### src/rtl/ndms_pkg.sv
// shared types and constants of the nearest display mode selector
package ndms_pkg;

    localparam int MODE_W    = 14;
    localparam int IDX_W     = 8;
    localparam int CFG_IDX_W = 3;
    localparam int Q_DEPTH   = 2;

    typedef enum logic [CFG_IDX_W-1:0] {
        CFG_TARGET_W = 3'd0,
        CFG_TARGET_H = 3'd1,
        CFG_RATIO_W  = 3'd2,
        CFG_RATIO_H  = 3'd3,
        CFG_LIMIT_W  = 3'd4,
        CFG_LIMIT_H  = 3'd5
    } t_cfg_idx;

    typedef struct packed {
        logic [MODE_W-1:0] target_width;
        logic [MODE_W-1:0] target_height;
        logic [MODE_W-1:0] ratio_ref_width;
        logic [MODE_W-1:0] ratio_ref_height;
        logic [MODE_W-1:0] limit_width;
        logic [MODE_W-1:0] limit_height;
    } t_cfg;

    typedef struct packed {
        logic [MODE_W-1:0] mode_width;
        logic [MODE_W-1:0] mode_height;
        logic              mode_ok;
        logic              last_mode;
        logic              over_limit;
    } t_entry;

    typedef enum logic [2:0] {
        ST_IDLE,
        ST_DECIDE,
        ST_REF_DIV,
        ST_MODE_DIV,
        ST_EVAL
    } t_back_state;

endpackage

### src/rtl/ndms_mode_if.sv
// candidate mode channel: valid, ready and one mode item
interface ndms_mode_if;
    import ndms_pkg::*;

    logic              valid;
    logic              ready;
    logic [MODE_W-1:0] mode_width;
    logic [MODE_W-1:0] mode_height;
    logic              mode_ok;
    logic              last_mode;

    modport source (
        output valid, mode_width, mode_height, mode_ok, last_mode,
        input  ready
    );
    modport sink (
        input  valid, mode_width, mode_height, mode_ok, last_mode,
        output ready
    );
endinterface

### src/rtl/ndms_result_if.sv
// result channel: valid, ready and one selection result item
interface ndms_result_if;
    import ndms_pkg::*;

    logic              valid;
    logic              ready;
    logic              found;
    logic [IDX_W-1:0]  best_index;
    logic [MODE_W-1:0] best_width;
    logic [MODE_W-1:0] best_height;

    modport source (
        output valid, found, best_index, best_width, best_height,
        input  ready
    );
    modport sink (
        input  valid, found, best_index, best_width, best_height,
        output ready
    );
endinterface

### src/rtl/ndms_front.sv
// front end: takes mode items, checks the size bounds, pushes into the queue
module ndms_front (
    ndms_mode_if.sink        i_mode,
    input  ndms_pkg::t_cfg   i_cfg,
    input  logic             i_full,
    output logic             o_push,
    output ndms_pkg::t_entry o_entry
);
    import ndms_pkg::*;

    logic over_w;
    logic over_h;

    assign over_w = (i_cfg.limit_width != '0) && (i_mode.mode_width > i_cfg.limit_width);
    assign over_h = (i_cfg.limit_height != '0) && (i_mode.mode_height > i_cfg.limit_height);

    assign i_mode.ready = !i_full;
    assign o_push       = i_mode.valid && !i_full;

    always_comb begin
        o_entry.mode_width  = i_mode.mode_width;
        o_entry.mode_height = i_mode.mode_height;
        o_entry.mode_ok     = i_mode.mode_ok;
        o_entry.last_mode   = i_mode.last_mode;
        o_entry.over_limit  = over_w || over_h;
    end
endmodule

### src/rtl/ndms_queue.sv
// short queue of classified mode items between front and back
module ndms_queue (
    input  logic             i_clk,
    input  logic             i_rst_n,
    input  logic             i_push,
    input  ndms_pkg::t_entry i_entry,
    input  logic             i_pop,
    output logic             o_full,
    output logic             o_empty,
    output ndms_pkg::t_entry o_entry
);
    import ndms_pkg::*;

    localparam int PTR_W = $clog2(Q_DEPTH);

    t_entry           r_slot [Q_DEPTH];
    logic [PTR_W-1:0] r_wr_ptr;
    logic [PTR_W-1:0] r_rd_ptr;
    logic [PTR_W:0]   r_count;

    logic [PTR_W-1:0] n_wr_ptr;
    logic [PTR_W-1:0] n_rd_ptr;
    logic [PTR_W:0]   n_count;
    logic             do_push;
    logic             do_pop;

    assign o_full  = (r_count == (PTR_W+1)'(Q_DEPTH));
    assign o_empty = (r_count == '0);
    assign o_entry = r_slot[r_rd_ptr];
    assign do_push = i_push && !o_full;
    assign do_pop  = i_pop && !o_empty;

    always_comb begin
        n_wr_ptr = r_wr_ptr;
        n_rd_ptr = r_rd_ptr;
        n_count  = r_count;
        if (do_push) begin
            n_wr_ptr = (r_wr_ptr == PTR_W'(Q_DEPTH - 1)) ? '0 : r_wr_ptr + 1'b1;
        end
        if (do_pop) begin
            n_rd_ptr = (r_rd_ptr == PTR_W'(Q_DEPTH - 1)) ? '0 : r_rd_ptr + 1'b1;
        end
        if (do_push && !do_pop) begin
            n_count = r_count + 1'b1;
        end else if (do_pop && !do_push) begin
            n_count = r_count - 1'b1;
        end
    end

    always_ff @(posedge i_clk) begin
        if (!i_rst_n) begin
            r_wr_ptr <= '0;
            r_rd_ptr <= '0;
            r_count  <= '0;
        end else begin
            r_wr_ptr <= n_wr_ptr;
            r_rd_ptr <= n_rd_ptr;
            r_count  <= n_count;
        end
    end

    always_ff @(posedge i_clk) begin
        if (do_push) begin
            r_slot[r_wr_ptr] <= i_entry;
        end
    end
endmodule

### src/rtl/ndms_div.sv
// restoring divider, one quotient bit per cycle, for the fixed-point ratio
module ndms_div #(
    parameter int FRAC = 10
) (
    input  logic                                 i_clk,
    input  logic                                 i_rst_n,
    input  logic                                 i_start,
    input  logic [ndms_pkg::MODE_W+FRAC-1:0]     i_dividend,
    input  logic [ndms_pkg::MODE_W-1:0]          i_divisor,
    output logic                                 o_done,
    output logic [ndms_pkg::MODE_W+FRAC-1:0]     o_quotient
);
    import ndms_pkg::*;

    localparam int DW = MODE_W + FRAC;
    localparam int CW = $clog2(DW + 1);

    logic              r_busy;
    logic              r_done;
    logic [CW-1:0]     r_cnt;
    logic [MODE_W-1:0] r_rem;
    logic [MODE_W-1:0] r_div;
    logic [DW-1:0]     r_quo;

    logic [MODE_W:0]   trial;
    logic              fits;
    logic [MODE_W:0]   diff;

    assign trial = {r_rem, r_quo[DW-1]};
    assign fits  = (trial >= {1'b0, r_div});
    assign diff  = trial - {1'b0, r_div};

    assign o_done     = r_done;
    assign o_quotient = r_quo;

    always_ff @(posedge i_clk) begin
        if (!i_rst_n) begin
            r_busy <= 1'b0;
            r_done <= 1'b0;
            r_cnt  <= '0;
        end else begin
            r_done <= 1'b0;
            if (i_start) begin
                r_busy <= 1'b1;
                r_cnt  <= CW'(DW);
            end else if (r_busy) begin
                r_cnt <= r_cnt - 1'b1;
                if (r_cnt == CW'(1)) begin
                    r_busy <= 1'b0;
                    r_done <= 1'b1;
                end
            end
        end
    end

    always_ff @(posedge i_clk) begin
        if (i_start) begin
            r_rem <= '0;
            r_div <= i_divisor;
            r_quo <= i_dividend;
        end else if (r_busy) begin
            r_rem <= fits ? diff[MODE_W-1:0] : trial[MODE_W-1:0];
            r_quo <= {r_quo[DW-2:0], fits};
        end
    end
endmodule

### src/rtl/ndms_back.sv
// back end: ratio filter, best-match tracking and the result register
module ndms_back #(
    parameter int RATIO_FRAC_BITS = 10,
    parameter int MAX_MODES       = 256
) (
    input  logic             i_clk,
    input  logic             i_rst_n,
    input  ndms_pkg::t_cfg   i_cfg,
    input  logic             i_ratio_wr,
    input  logic             i_empty,
    input  ndms_pkg::t_entry i_entry,
    output logic             o_pop,
    ndms_result_if.source    o_res
);
    import ndms_pkg::*;

    localparam int DW = MODE_W + RATIO_FRAC_BITS;
    localparam int PW = $clog2(MAX_MODES);

    t_back_state       r_state, n_state;
    t_entry            r_cur;
    logic [PW-1:0]     r_pos, n_pos;
    logic [MODE_W-1:0] r_cw, n_cw;
    logic [MODE_W-1:0] r_ch, n_ch;
    logic [MODE_W-1:0] r_cwg, n_cwg;
    logic [MODE_W-1:0] r_chg, n_chg;
    logic [PW-1:0]     r_cpos, n_cpos;
    logic              r_locked, n_locked;
    logic              r_pass, n_pass;
    logic [DW-1:0]     r_want, n_want;
    logic              r_want_ok, n_want_ok;

    logic              r_out_valid, n_out_valid;
    logic              r_out_found, n_out_found;
    logic [IDX_W-1:0]  r_out_idx, n_out_idx;
    logic [MODE_W-1:0] r_out_w, n_out_w;
    logic [MODE_W-1:0] r_out_h, n_out_h;

    logic              div_start;
    logic              div_ref;
    logic [DW-1:0]     div_dividend;
    logic [MODE_W-1:0] div_divisor;
    logic              div_done;
    logic [DW-1:0]     div_quo;

    logic              filter_on;
    logic              consider;
    logic              exact;
    logic [MODE_W-1:0] dw;
    logic [MODE_W-1:0] dh;
    logic              tie_w;
    logic              tie_h;
    logic              take;
    logic              can_emit;

    assign div_dividend = div_ref ? {i_cfg.ratio_ref_height, {RATIO_FRAC_BITS{1'b0}}}
                                  : {r_cur.mode_height, {RATIO_FRAC_BITS{1'b0}}};
    assign div_divisor  = div_ref ? i_cfg.ratio_ref_width : r_cur.mode_width;

    ndms_div #(
        .FRAC(RATIO_FRAC_BITS)
    ) u_div (
        .i_clk      (i_clk),
        .i_rst_n    (i_rst_n),
        .i_start    (div_start),
        .i_dividend (div_dividend),
        .i_divisor  (div_divisor),
        .o_done     (div_done),
        .o_quotient (div_quo)
    );

    assign filter_on = (i_cfg.ratio_ref_width != '0) && (i_cfg.ratio_ref_height != '0);
    assign consider  = r_cur.mode_ok && !r_locked && !r_cur.over_limit;
    assign exact     = (r_cur.mode_width == i_cfg.target_width)
                    && (r_cur.mode_height == i_cfg.target_height);
    assign dw = (r_cur.mode_width > i_cfg.target_width)
              ? r_cur.mode_width - i_cfg.target_width
              : i_cfg.target_width - r_cur.mode_width;
    assign dh = (r_cur.mode_height > i_cfg.target_height)
              ? r_cur.mode_height - i_cfg.target_height
              : i_cfg.target_height - r_cur.mode_height;
    assign tie_w = (dw == r_cwg) && (r_cw < i_cfg.target_width);
    assign tie_h = (dh == r_chg) && (r_ch < i_cfg.target_height);
    assign take  = (r_cw == '0)
                || (((dw < r_cwg) || tie_w) && (dh <= r_chg))
                || (((dh < r_chg) || tie_h) && (dw <= r_cwg));
    assign can_emit = !r_out_valid || o_res.ready;

    always_comb begin
        n_state     = r_state;
        n_pos       = r_pos;
        n_cw        = r_cw;
        n_ch        = r_ch;
        n_cwg       = r_cwg;
        n_chg       = r_chg;
        n_cpos      = r_cpos;
        n_locked    = r_locked;
        n_pass      = r_pass;
        n_want      = r_want;
        n_want_ok   = r_want_ok;
        n_out_valid = r_out_valid && !o_res.ready;
        n_out_found = r_out_found;
        n_out_idx   = r_out_idx;
        n_out_w     = r_out_w;
        n_out_h     = r_out_h;
        o_pop       = 1'b0;
        div_start   = 1'b0;
        div_ref     = 1'b0;

        case (r_state)
            ST_IDLE: begin
                if (!i_empty) begin
                    o_pop   = 1'b1;
                    n_state = ST_DECIDE;
                end
            end
            ST_DECIDE: begin
                if (!consider) begin
                    n_pass  = 1'b0;
                    n_state = ST_EVAL;
                end else if (!filter_on) begin
                    n_pass  = 1'b1;
                    n_state = ST_EVAL;
                end else if (!r_want_ok) begin
                    div_start = 1'b1;
                    div_ref   = 1'b1;
                    n_state   = ST_REF_DIV;
                end else if (r_want == '0) begin
                    // reference ratio truncates to zero: filter stays off
                    n_pass  = 1'b1;
                    n_state = ST_EVAL;
                end else if (r_cur.mode_width == '0) begin
                    n_pass  = 1'b0;
                    n_state = ST_EVAL;
                end else begin
                    div_start = 1'b1;
                    n_state   = ST_MODE_DIV;
                end
            end
            ST_REF_DIV: begin
                if (div_done) begin
                    n_want    = div_quo;
                    n_want_ok = 1'b1;
                    n_state   = ST_DECIDE;
                end
            end
            ST_MODE_DIV: begin
                if (div_done) begin
                    n_pass  = (div_quo == r_want);
                    n_state = ST_EVAL;
                end
            end
            ST_EVAL: begin
                if (!r_cur.last_mode || can_emit) begin
                    if (r_pass) begin
                        if (exact) begin
                            n_cw     = r_cur.mode_width;
                            n_ch     = r_cur.mode_height;
                            n_cpos   = r_pos;
                            n_locked = 1'b1;
                        end else if (take) begin
                            n_cw   = r_cur.mode_width;
                            n_ch   = r_cur.mode_height;
                            n_cwg  = dw;
                            n_chg  = dh;
                            n_cpos = r_pos;
                        end
                    end
                    if (r_cur.last_mode) begin
                        n_out_valid = 1'b1;
                        n_out_found = (n_cw != '0) && (n_ch != '0);
                        n_out_idx   = n_out_found ? IDX_W'(n_cpos) : '0;
                        n_out_w     = n_out_found ? n_cw : '0;
                        n_out_h     = n_out_found ? n_ch : '0;
                        n_pos       = '0;
                        n_cw        = '0;
                        n_ch        = '0;
                        n_cwg       = '0;
                        n_chg       = '0;
                        n_cpos      = '0;
                        n_locked    = 1'b0;
                    end else begin
                        n_pos = (r_pos == PW'(MAX_MODES - 1)) ? '0 : r_pos + 1'b1;
                    end
                    n_state = ST_IDLE;
                end
            end
            default: begin
                n_state = ST_IDLE;
            end
        endcase

        if (i_ratio_wr) begin
            n_want_ok = 1'b0;
        end
    end

    always_ff @(posedge i_clk) begin
        if (!i_rst_n) begin
            r_state     <= ST_IDLE;
            r_pos       <= '0;
            r_cw        <= '0;
            r_ch        <= '0;
            r_cwg       <= '0;
            r_chg       <= '0;
            r_cpos      <= '0;
            r_locked    <= 1'b0;
            r_pass      <= 1'b0;
            r_want_ok   <= 1'b0;
            r_out_valid <= 1'b0;
        end else begin
            r_state     <= n_state;
            r_pos       <= n_pos;
            r_cw        <= n_cw;
            r_ch        <= n_ch;
            r_cwg       <= n_cwg;
            r_chg       <= n_chg;
            r_cpos      <= n_cpos;
            r_locked    <= n_locked;
            r_pass      <= n_pass;
            r_want_ok   <= n_want_ok;
            r_out_valid <= n_out_valid;
        end
    end

    always_ff @(posedge i_clk) begin
        if (o_pop) begin
            r_cur <= i_entry;
        end
        r_want      <= n_want;
        r_out_found <= n_out_found;
        r_out_idx   <= n_out_idx;
        r_out_w     <= n_out_w;
        r_out_h     <= n_out_h;
    end

    assign o_res.valid       = r_out_valid;
    assign o_res.found       = r_out_found;
    assign o_res.best_index  = r_out_idx;
    assign o_res.best_width  = r_out_w;
    assign o_res.best_height = r_out_h;
endmodule

### src/rtl/nearest_display_mode_select_top.sv
// top level of the nearest display mode selector
// Candidate display modes come in one item each on i_mode; the block keeps the
// mode nearest to the configured target size and, on the item marked last_mode,
// sends one result item on o_result (found, list index, width, height) and then
// starts a fresh list. Unreadable modes, modes above the size limits and, when
// both ratio reference registers are nonzero, modes whose fixed-point
// height/width ratio differs from the reference are skipped, though each one
// still counts a list position. An exact match locks the choice for the rest of
// the list. A front end checks the limits and drops items into a two-entry
// queue; a back end runs the ratio filter and the comparison, and holds the
// result in an output register so the next list can start while it waits.
// Per item the back end steps through idle, decide and evaluate when the ratio
// filter is off or the item is skipped early, and through idle, decide, the
// mode division and evaluate when the ratio must be checked, the division run
// by the restoring divider that produces one quotient bit per cycle. The first
// filtered item after a write of either ratio reference register also waits
// while the reference ratio is divided out and cached.
// Configuration: write i_cfg_data to register i_cfg_index while i_cfg_we is
// high; 0 target width, 1 target height, 2 and 3 ratio reference width and
// height, 4 and 5 width and height limits (zero means no limit). Other
// indexes are ignored. Write only while the block is idle.
module nearest_display_mode_select_top #(
    parameter int RATIO_FRAC_BITS = 10,
    parameter int MAX_MODES       = 256
) (
    input  logic                                i_clk,
    input  logic                                i_rst_n,
    ndms_mode_if.sink                           i_mode,
    ndms_result_if.source                       o_result,
    input  logic                                i_cfg_we,
    input  logic [ndms_pkg::CFG_IDX_W-1:0]      i_cfg_index,
    input  logic [ndms_pkg::MODE_W-1:0]         i_cfg_data
);
    import ndms_pkg::*;

    // configuration registers, all cleared by reset
    t_cfg   r_cfg;
    logic   ratio_wr;

    // front to queue, queue to back
    logic   push;
    t_entry push_entry;
    logic   q_full;
    logic   q_empty;
    logic   pop;
    t_entry pop_entry;

    always_ff @(posedge i_clk) begin
        if (!i_rst_n) begin
            r_cfg <= '0;
        end else if (i_cfg_we) begin
            case (i_cfg_index)
                CFG_TARGET_W: r_cfg.target_width     <= i_cfg_data;
                CFG_TARGET_H: r_cfg.target_height    <= i_cfg_data;
                CFG_RATIO_W:  r_cfg.ratio_ref_width  <= i_cfg_data;
                CFG_RATIO_H:  r_cfg.ratio_ref_height <= i_cfg_data;
                CFG_LIMIT_W:  r_cfg.limit_width      <= i_cfg_data;
                CFG_LIMIT_H:  r_cfg.limit_height     <= i_cfg_data;
                default: begin
                end
            endcase
        end
    end

    // a new ratio reference invalidates the cached reference quotient
    assign ratio_wr = i_cfg_we && ((i_cfg_index == CFG_RATIO_W)
                                || (i_cfg_index == CFG_RATIO_H));

    ndms_front u_front (
        .i_mode  (i_mode),
        .i_cfg   (r_cfg),
        .i_full  (q_full),
        .o_push  (push),
        .o_entry (push_entry)
    );

    ndms_queue u_queue (
        .i_clk   (i_clk),
        .i_rst_n (i_rst_n),
        .i_push  (push),
        .i_entry (push_entry),
        .i_pop   (pop),
        .o_full  (q_full),
        .o_empty (q_empty),
        .o_entry (pop_entry)
    );

    ndms_back #(
        .RATIO_FRAC_BITS (RATIO_FRAC_BITS),
        .MAX_MODES       (MAX_MODES)
    ) u_back (
        .i_clk      (i_clk),
        .i_rst_n    (i_rst_n),
        .i_cfg      (r_cfg),
        .i_ratio_wr (ratio_wr),
        .i_empty    (q_empty),
        .i_entry    (pop_entry),
        .o_pop      (pop),
        .o_res      (o_result)
    );

    // no choice means an all-zero result
    a_not_found_zero: assert property (@(posedge i_clk) disable iff (!i_rst_n)
        o_result.valid && !o_result.found |->
            o_result.best_width == '0 && o_result.best_height == '0
            && o_result.best_index == '0)
        else $error("result without a choice carries nonzero fields");

    // a chosen mode always has a real size
    a_found_size: assert property (@(posedge i_clk) disable iff (!i_rst_n)
        o_result.valid && o_result.found |->
            o_result.best_width != '0 && o_result.best_height != '0)
        else $error("chosen mode has zero width or height");

    // the reported index lies inside the list range
    a_index_range: assert property (@(posedge i_clk) disable iff (!i_rst_n)
        o_result.valid |-> (32'(o_result.best_index) < MAX_MODES))
        else $error("best index beyond list length");

    // the front never pushes an item or signals ready while the queue reports full
    a_no_push_full: assert property (@(posedge i_clk) disable iff (!i_rst_n)
        q_full |-> !push && !i_mode.ready)
        else $error("item pushed into a full queue");
endmodule
### src/flat_wrapper.sv
// flat-port wrapper written by rule: the top's interface ports become plain ports
module nearest_display_mode_select_top_flat import ndms_pkg::*;
#(
    parameter int RATIO_FRAC_BITS = 10,
    parameter int MAX_MODES       = 256
)
  (i_clk, i_rst_n, i_cfg_we, i_cfg_index, i_cfg_data, i_mode_valid, i_mode_mode_width, i_mode_mode_height, i_mode_mode_ok, i_mode_last_mode, i_mode_ready, o_result_valid, o_result_found, o_result_best_index, o_result_best_width, o_result_best_height, o_result_ready);
  ndms_mode_if i_mode_i ();
  ndms_result_if o_result_i ();
  input  logic i_clk;
  input  logic i_rst_n;
  input  logic i_cfg_we;
  input  logic [ndms_pkg::CFG_IDX_W-1:0] i_cfg_index;
  input  logic [ndms_pkg::MODE_W-1:0] i_cfg_data;
  input wire logic [$bits(i_mode_i.valid)-1:0] i_mode_valid;
  input wire logic [$bits(i_mode_i.mode_width)-1:0] i_mode_mode_width;
  input wire logic [$bits(i_mode_i.mode_height)-1:0] i_mode_mode_height;
  input wire logic [$bits(i_mode_i.mode_ok)-1:0] i_mode_mode_ok;
  input wire logic [$bits(i_mode_i.last_mode)-1:0] i_mode_last_mode;
  output wire logic [$bits(i_mode_i.ready)-1:0] i_mode_ready;
  output wire logic [$bits(o_result_i.valid)-1:0] o_result_valid;
  output wire logic [$bits(o_result_i.found)-1:0] o_result_found;
  output wire logic [$bits(o_result_i.best_index)-1:0] o_result_best_index;
  output wire logic [$bits(o_result_i.best_width)-1:0] o_result_best_width;
  output wire logic [$bits(o_result_i.best_height)-1:0] o_result_best_height;
  input wire logic [$bits(o_result_i.ready)-1:0] o_result_ready;
  assign i_mode_i.valid = i_mode_valid;
  assign i_mode_i.mode_width = i_mode_mode_width;
  assign i_mode_i.mode_height = i_mode_mode_height;
  assign i_mode_i.mode_ok = i_mode_mode_ok;
  assign i_mode_i.last_mode = i_mode_last_mode;
  assign i_mode_ready = i_mode_i.ready;
  assign o_result_valid = o_result_i.valid;
  assign o_result_found = o_result_i.found;
  assign o_result_best_index = o_result_i.best_index;
  assign o_result_best_width = o_result_i.best_width;
  assign o_result_best_height = o_result_i.best_height;
  assign o_result_i.ready = o_result_ready;
  nearest_display_mode_select_top #(.RATIO_FRAC_BITS(RATIO_FRAC_BITS), .MAX_MODES(MAX_MODES)) u_core (.i_clk(i_clk), .i_rst_n(i_rst_n), .i_mode(i_mode_i), .o_result(o_result_i), .i_cfg_we(i_cfg_we), .i_cfg_index(i_cfg_index), .i_cfg_data(i_cfg_data));
endmodule
### config.mk
export PLATFORM = sky130hd
export DESIGN_NAME = nearest_display_mode_select_top_flat
export DESIGN_NICKNAME = d
export VERILOG_FILES = /design/src/rtl/ndms_pkg.sv /design/src/rtl/ndms_mode_if.sv /design/src/rtl/ndms_result_if.sv /design/src/rtl/ndms_front.sv /design/src/rtl/ndms_queue.sv /design/src/rtl/ndms_div.sv /design/src/rtl/ndms_back.sv /design/src/rtl/nearest_display_mode_select_top.sv /design/src/flat_wrapper.sv
export SDC_FILE = /design/constraint.sdc
export NUM_CORES = 1
export LEC_CHECK = 0
export CAP_MARGIN = 20
export CORE_ASPECT_RATIO = 0.5
export CORE_UTILIZATION = 46
export CTS_BUF_LIST = sky130_fd_sc_hd__clkbuf_8
export DETAILED_ROUTE_END_ITERATION = 7
export DONT_BUFFER_PORTS = 1
export GPL_TIMING_DRIVEN = 1
export SYNTH_ARGS = -nofsm -noshare
export SYNTH_HDL_FRONTEND = slang
export SYNTH_SLANG_ARGS = --single-unit
### constraint.sdc
create_clock -name i_clk -period 12.6 [get_ports i_clk]
set_clock_uncertainty 0.2 [all_clocks]
set_input_delay 0 -clock i_clk [delete_from_list [all_inputs] [get_ports i_clk]]
set_output_delay 0 -clock i_clk [all_outputs]
set_load 0.05 [all_outputs]
==> run summary <==
DRT Pass-1 Iters: 5
Total Routing Usage GR: 27.5%
Die Y: 153 um
slowest CP cell: nor4_1
WL final: 63.5 mm
unrepaired setup endpoints after global routing: no
Worst Hold Class: input pin to flip-flop
initial antenna violation count: 1
crit path capture type: flip-flop
async set-or-reset flop fraction in the synthesized netlist: 0%
Worst Slack Setup Final: 5.12 ns
Nets: 2,532
Yosys top cell by area: edfxtp_1
dpl ws: 5.26 ns
1st-iter DRT viols: 1,837
slowest stage delay, CP: 0.76 ns
grt total ovfl: 0
fillers: 3,993
CP Class: flip-flop to flip-flop
antenna-violating nets left: 0
Worst Path Arrival: 7.63 ns
Avg WL per Cell: 21.5 um
Pins Over Slew Limit: 0
Clock Latency Late Sink: 0.66 ns
# DRC: 0
setup TNS: 0 ns
crit start category: flip-flop
Synthesized Nets: 2,445
Row Count: 54
Critical Path RT: 12.76 ns
period utilization: 59.3%
layout cells sized above 1: 8.57%
Pleak: 8.60 nW
Synth Register Bits: 380
Post-Layout Cell Count: 2,958
Cell Area, Synth: 0.0209 sq mm
Max Cap Viol: 0
synth unique cells: 79
Vias per Instance: 5.76
CTS tree: yes
Clock Path Buffers: 3
total clock sinks: 380
initial core utilization: 47.3%
FMAX: 134 MHz
status: complete, no violations
register area share after synthesis: 45.7%
Setup violations, final: 0
Worst Tran Pin Value: 1.13 ns
root buffer cell: clkbuf_8
Synth Warn #: 0
Ports: 91
pwr dens: 189 mW/mm^2
port bufs: 0
post-detail-place hpwl: 44.2 mm
worst-path fanout max: 37
top-area cell type share of the netlist area: 27.6%
Final Core Density: 53.6%
largest net degree at the start of global routing: 94
fin crit period: 7.48 ns
first-pass GRT wire length: 97.3 mm
total die area: 0.0463 sq mm
H-tree depth: 2
Die Width: 303 um
Hold Fails Final Rpt: 0
top area cells in the synthesized netlist: edfxtp_1 28%, dfxtp_1 18%, ha_1 9.2%
area of the core: 0.0441 sq mm
Post-CTS Resized: 0
vias in the first global route: 16,200
CTS Buf Count: 57
crit-path cells: inv_1 -> ha_1 -> nand4_1 -> nor4_1 -> o21bai_1 -> a31oi_2 -> buf_4 -> mux2_2 -> or2_2 -> o211a_1 -> and2_1 -> ha_1 -> nand4_1 -> or4_4 -> a2111oi_2 -> o21ai_1 -> a22oi_4 -> o41ai_4 -> buf_4 -> mux2_4 -> a21oi_1
R2R cell count: 21
area grow syn2layout: 13.3%
syn_area_per_cell: 9.34 sq um
clock slew at reported path FFs: 0.07 ns
DR vias: 17,000
Post-Place Cells: 2,736
Final Wtd Congestion: 0.944
EDFF count, synth: 192
total power: 4.47 mW
Syn Inst Count: 2,234
Worst Hold Depth: 5
Slew HR: 24.0%
Max IR drop VDD: 0.0930 mV
Primary FF master, synth: edfxtp_1
[cells by family after synthesis]
group           share of synthesized area (%)
xor+xnor                                 2.39
mux                                      3.77
simple gates                             16.7
compound gates                           16.6
buf+inv                                  5.23
fa+ha+maj                                9.72
flops                                    45.7
[cells in the mapped netlist, types with 19 or more instances]
cell type and number:
a21oi_2 29, o21ai_0 115, nor3_1 28, a21oi_1 232
xnor2_1 35, dfxtp_1 188, buf_2 19, nor2_1 74
inv_1 164, edfxtp_1 192, nand4_1 39, nand2_1 361
xor2_1 22, nor2b_1 21, mux2i_1 31, a21o_1 37
nand3_1 71, clkbuf_1 83, mux2_2 41, ha_1 154
nor4_1 36
[path summary, 6_finish.rpt]
check	slack, ns	start	end
worst max-delay path	5.12	u_core.u_back.r_cur[25]	u_core.u_back.o_res.best_width[13]
worst min-delay path	0.05	i_mode_mode_height[11]	u_core.u_queue.r_slot[0][0]
worst max register to register	5.12	u_core.u_back.r_cur[25]	u_core.u_back.o_res.best_width[13]
worst min register to register	0.25	u_core.u_back.r_cwg[8]	u_core.u_back.r_cwg[8]
[cell type report]
class	instances	area [sq um]	area share (%)
Sequential cell	380	9530	40.3
Multi-Input combinational cell	1578	10300	43.5
Inverter	164	618	2.62
Clock inverter	40	205	0.868
Antenna cell	2	5.00	0.0212
Tap cell	588	736	3.11
Clock buffer	66	908	3.84
Timing Repair Buffer	140	1340	5.67
[state kept, by name (all words and copies together) (netlist names), 3 cells and up]
signal and flops:
u_core.r_cfg 84, u_core.u_queue.r_slot 62, u_core.u_back.r_cur 31, u_core.u_back.r_want 24
u_core.u_back.u_div.o_quotient 24, u_core.u_back.o_res.best_height 14, u_core.u_back.o_res.best_width 14, u_core.u_back.r_ch 14
u_core.u_back.r_chg 14, u_core.u_back.r_cw 14, u_core.u_back.r_cwg 14, u_core.u_back.u_div.r_div 14
u_core.u_back.u_div.r_rem 14, u_core.u_back.o_res.best_index 8, u_core.u_back.r_cpos 8, u_core.u_back.r_pos 8
u_core.u_back.u_div.r_cnt 5, u_core.u_back.r_state 3
[critical path: cells and delay by family, from the launching register on]
| kind | cells | cell delay [ns] |
|---|---|---|
| AOI/OAI and AO/OA | 8 | 1.67 |
| adders and majority gates | 2 | 0.79 |
| buffers and inverters | 3 | 0.81 |
| DFF | 1 | 0.52 |
| muxes | 2 | 0.99 |
| and+or+nand+nor | 6 | 2.10 |
[through the flow]
| stage | cell area, sq um | hold WS, ns |
|---|---|---|
| after CTS | 23600 | 0.00106 |
| after global placement | 21400 | -0.101 |
| after global routing | 23600 | 0.0702 |
| after detailed placement | 21400 | -0.101 |
| after floorplan | 20900 | -0.101 |
| final | 23600 | 0.0510 |
[cells in the final DEF (no fill, tap or decap), types with 37 or more instances in the layout]
cell	Yosys	final
nand2_1	361	361
dlygate4sd3_1	0	114
o21ai_0	115	115
edfxtp_1	192	192
a21o_1	37	37
a21oi_1	232	232
ha_1	154	154
nor2_1	74	71
mux2_2	41	41
clkbuf_8	0	66
nand4_1	39	39
nand3_1	71	71
dfxtp_1	188	188
inv_1	164	186
[metal layers]
metal | GRT usage [%] | vias to the layer above | part of all wire (%)
met4 | 6.48 | 0 | 2.1
li1 | - | 8150 | -
met1 | 42.0 | 8178 | 48
met2 | 39.2 | 613 | 42
met3 | 5.47 | 99 | 8.7
met5 | 0 | - | 0
[timing repair]
action | CTS | global route
buffers inserted | 0 | 0
hold endpoints to repair | 271 | 0
hold buffers | 114 | 0
[report_power, final]
group          internal [mW]  leakage (nW)  total, mW  switching [mW]
Sequential              1.48          3.29       1.67           0.197
Combinational          0.668          4.64       1.79            1.12
Clock                  0.499         0.664       1.01           0.513
No activity file was read; power rests on OpenSTA's default activity.
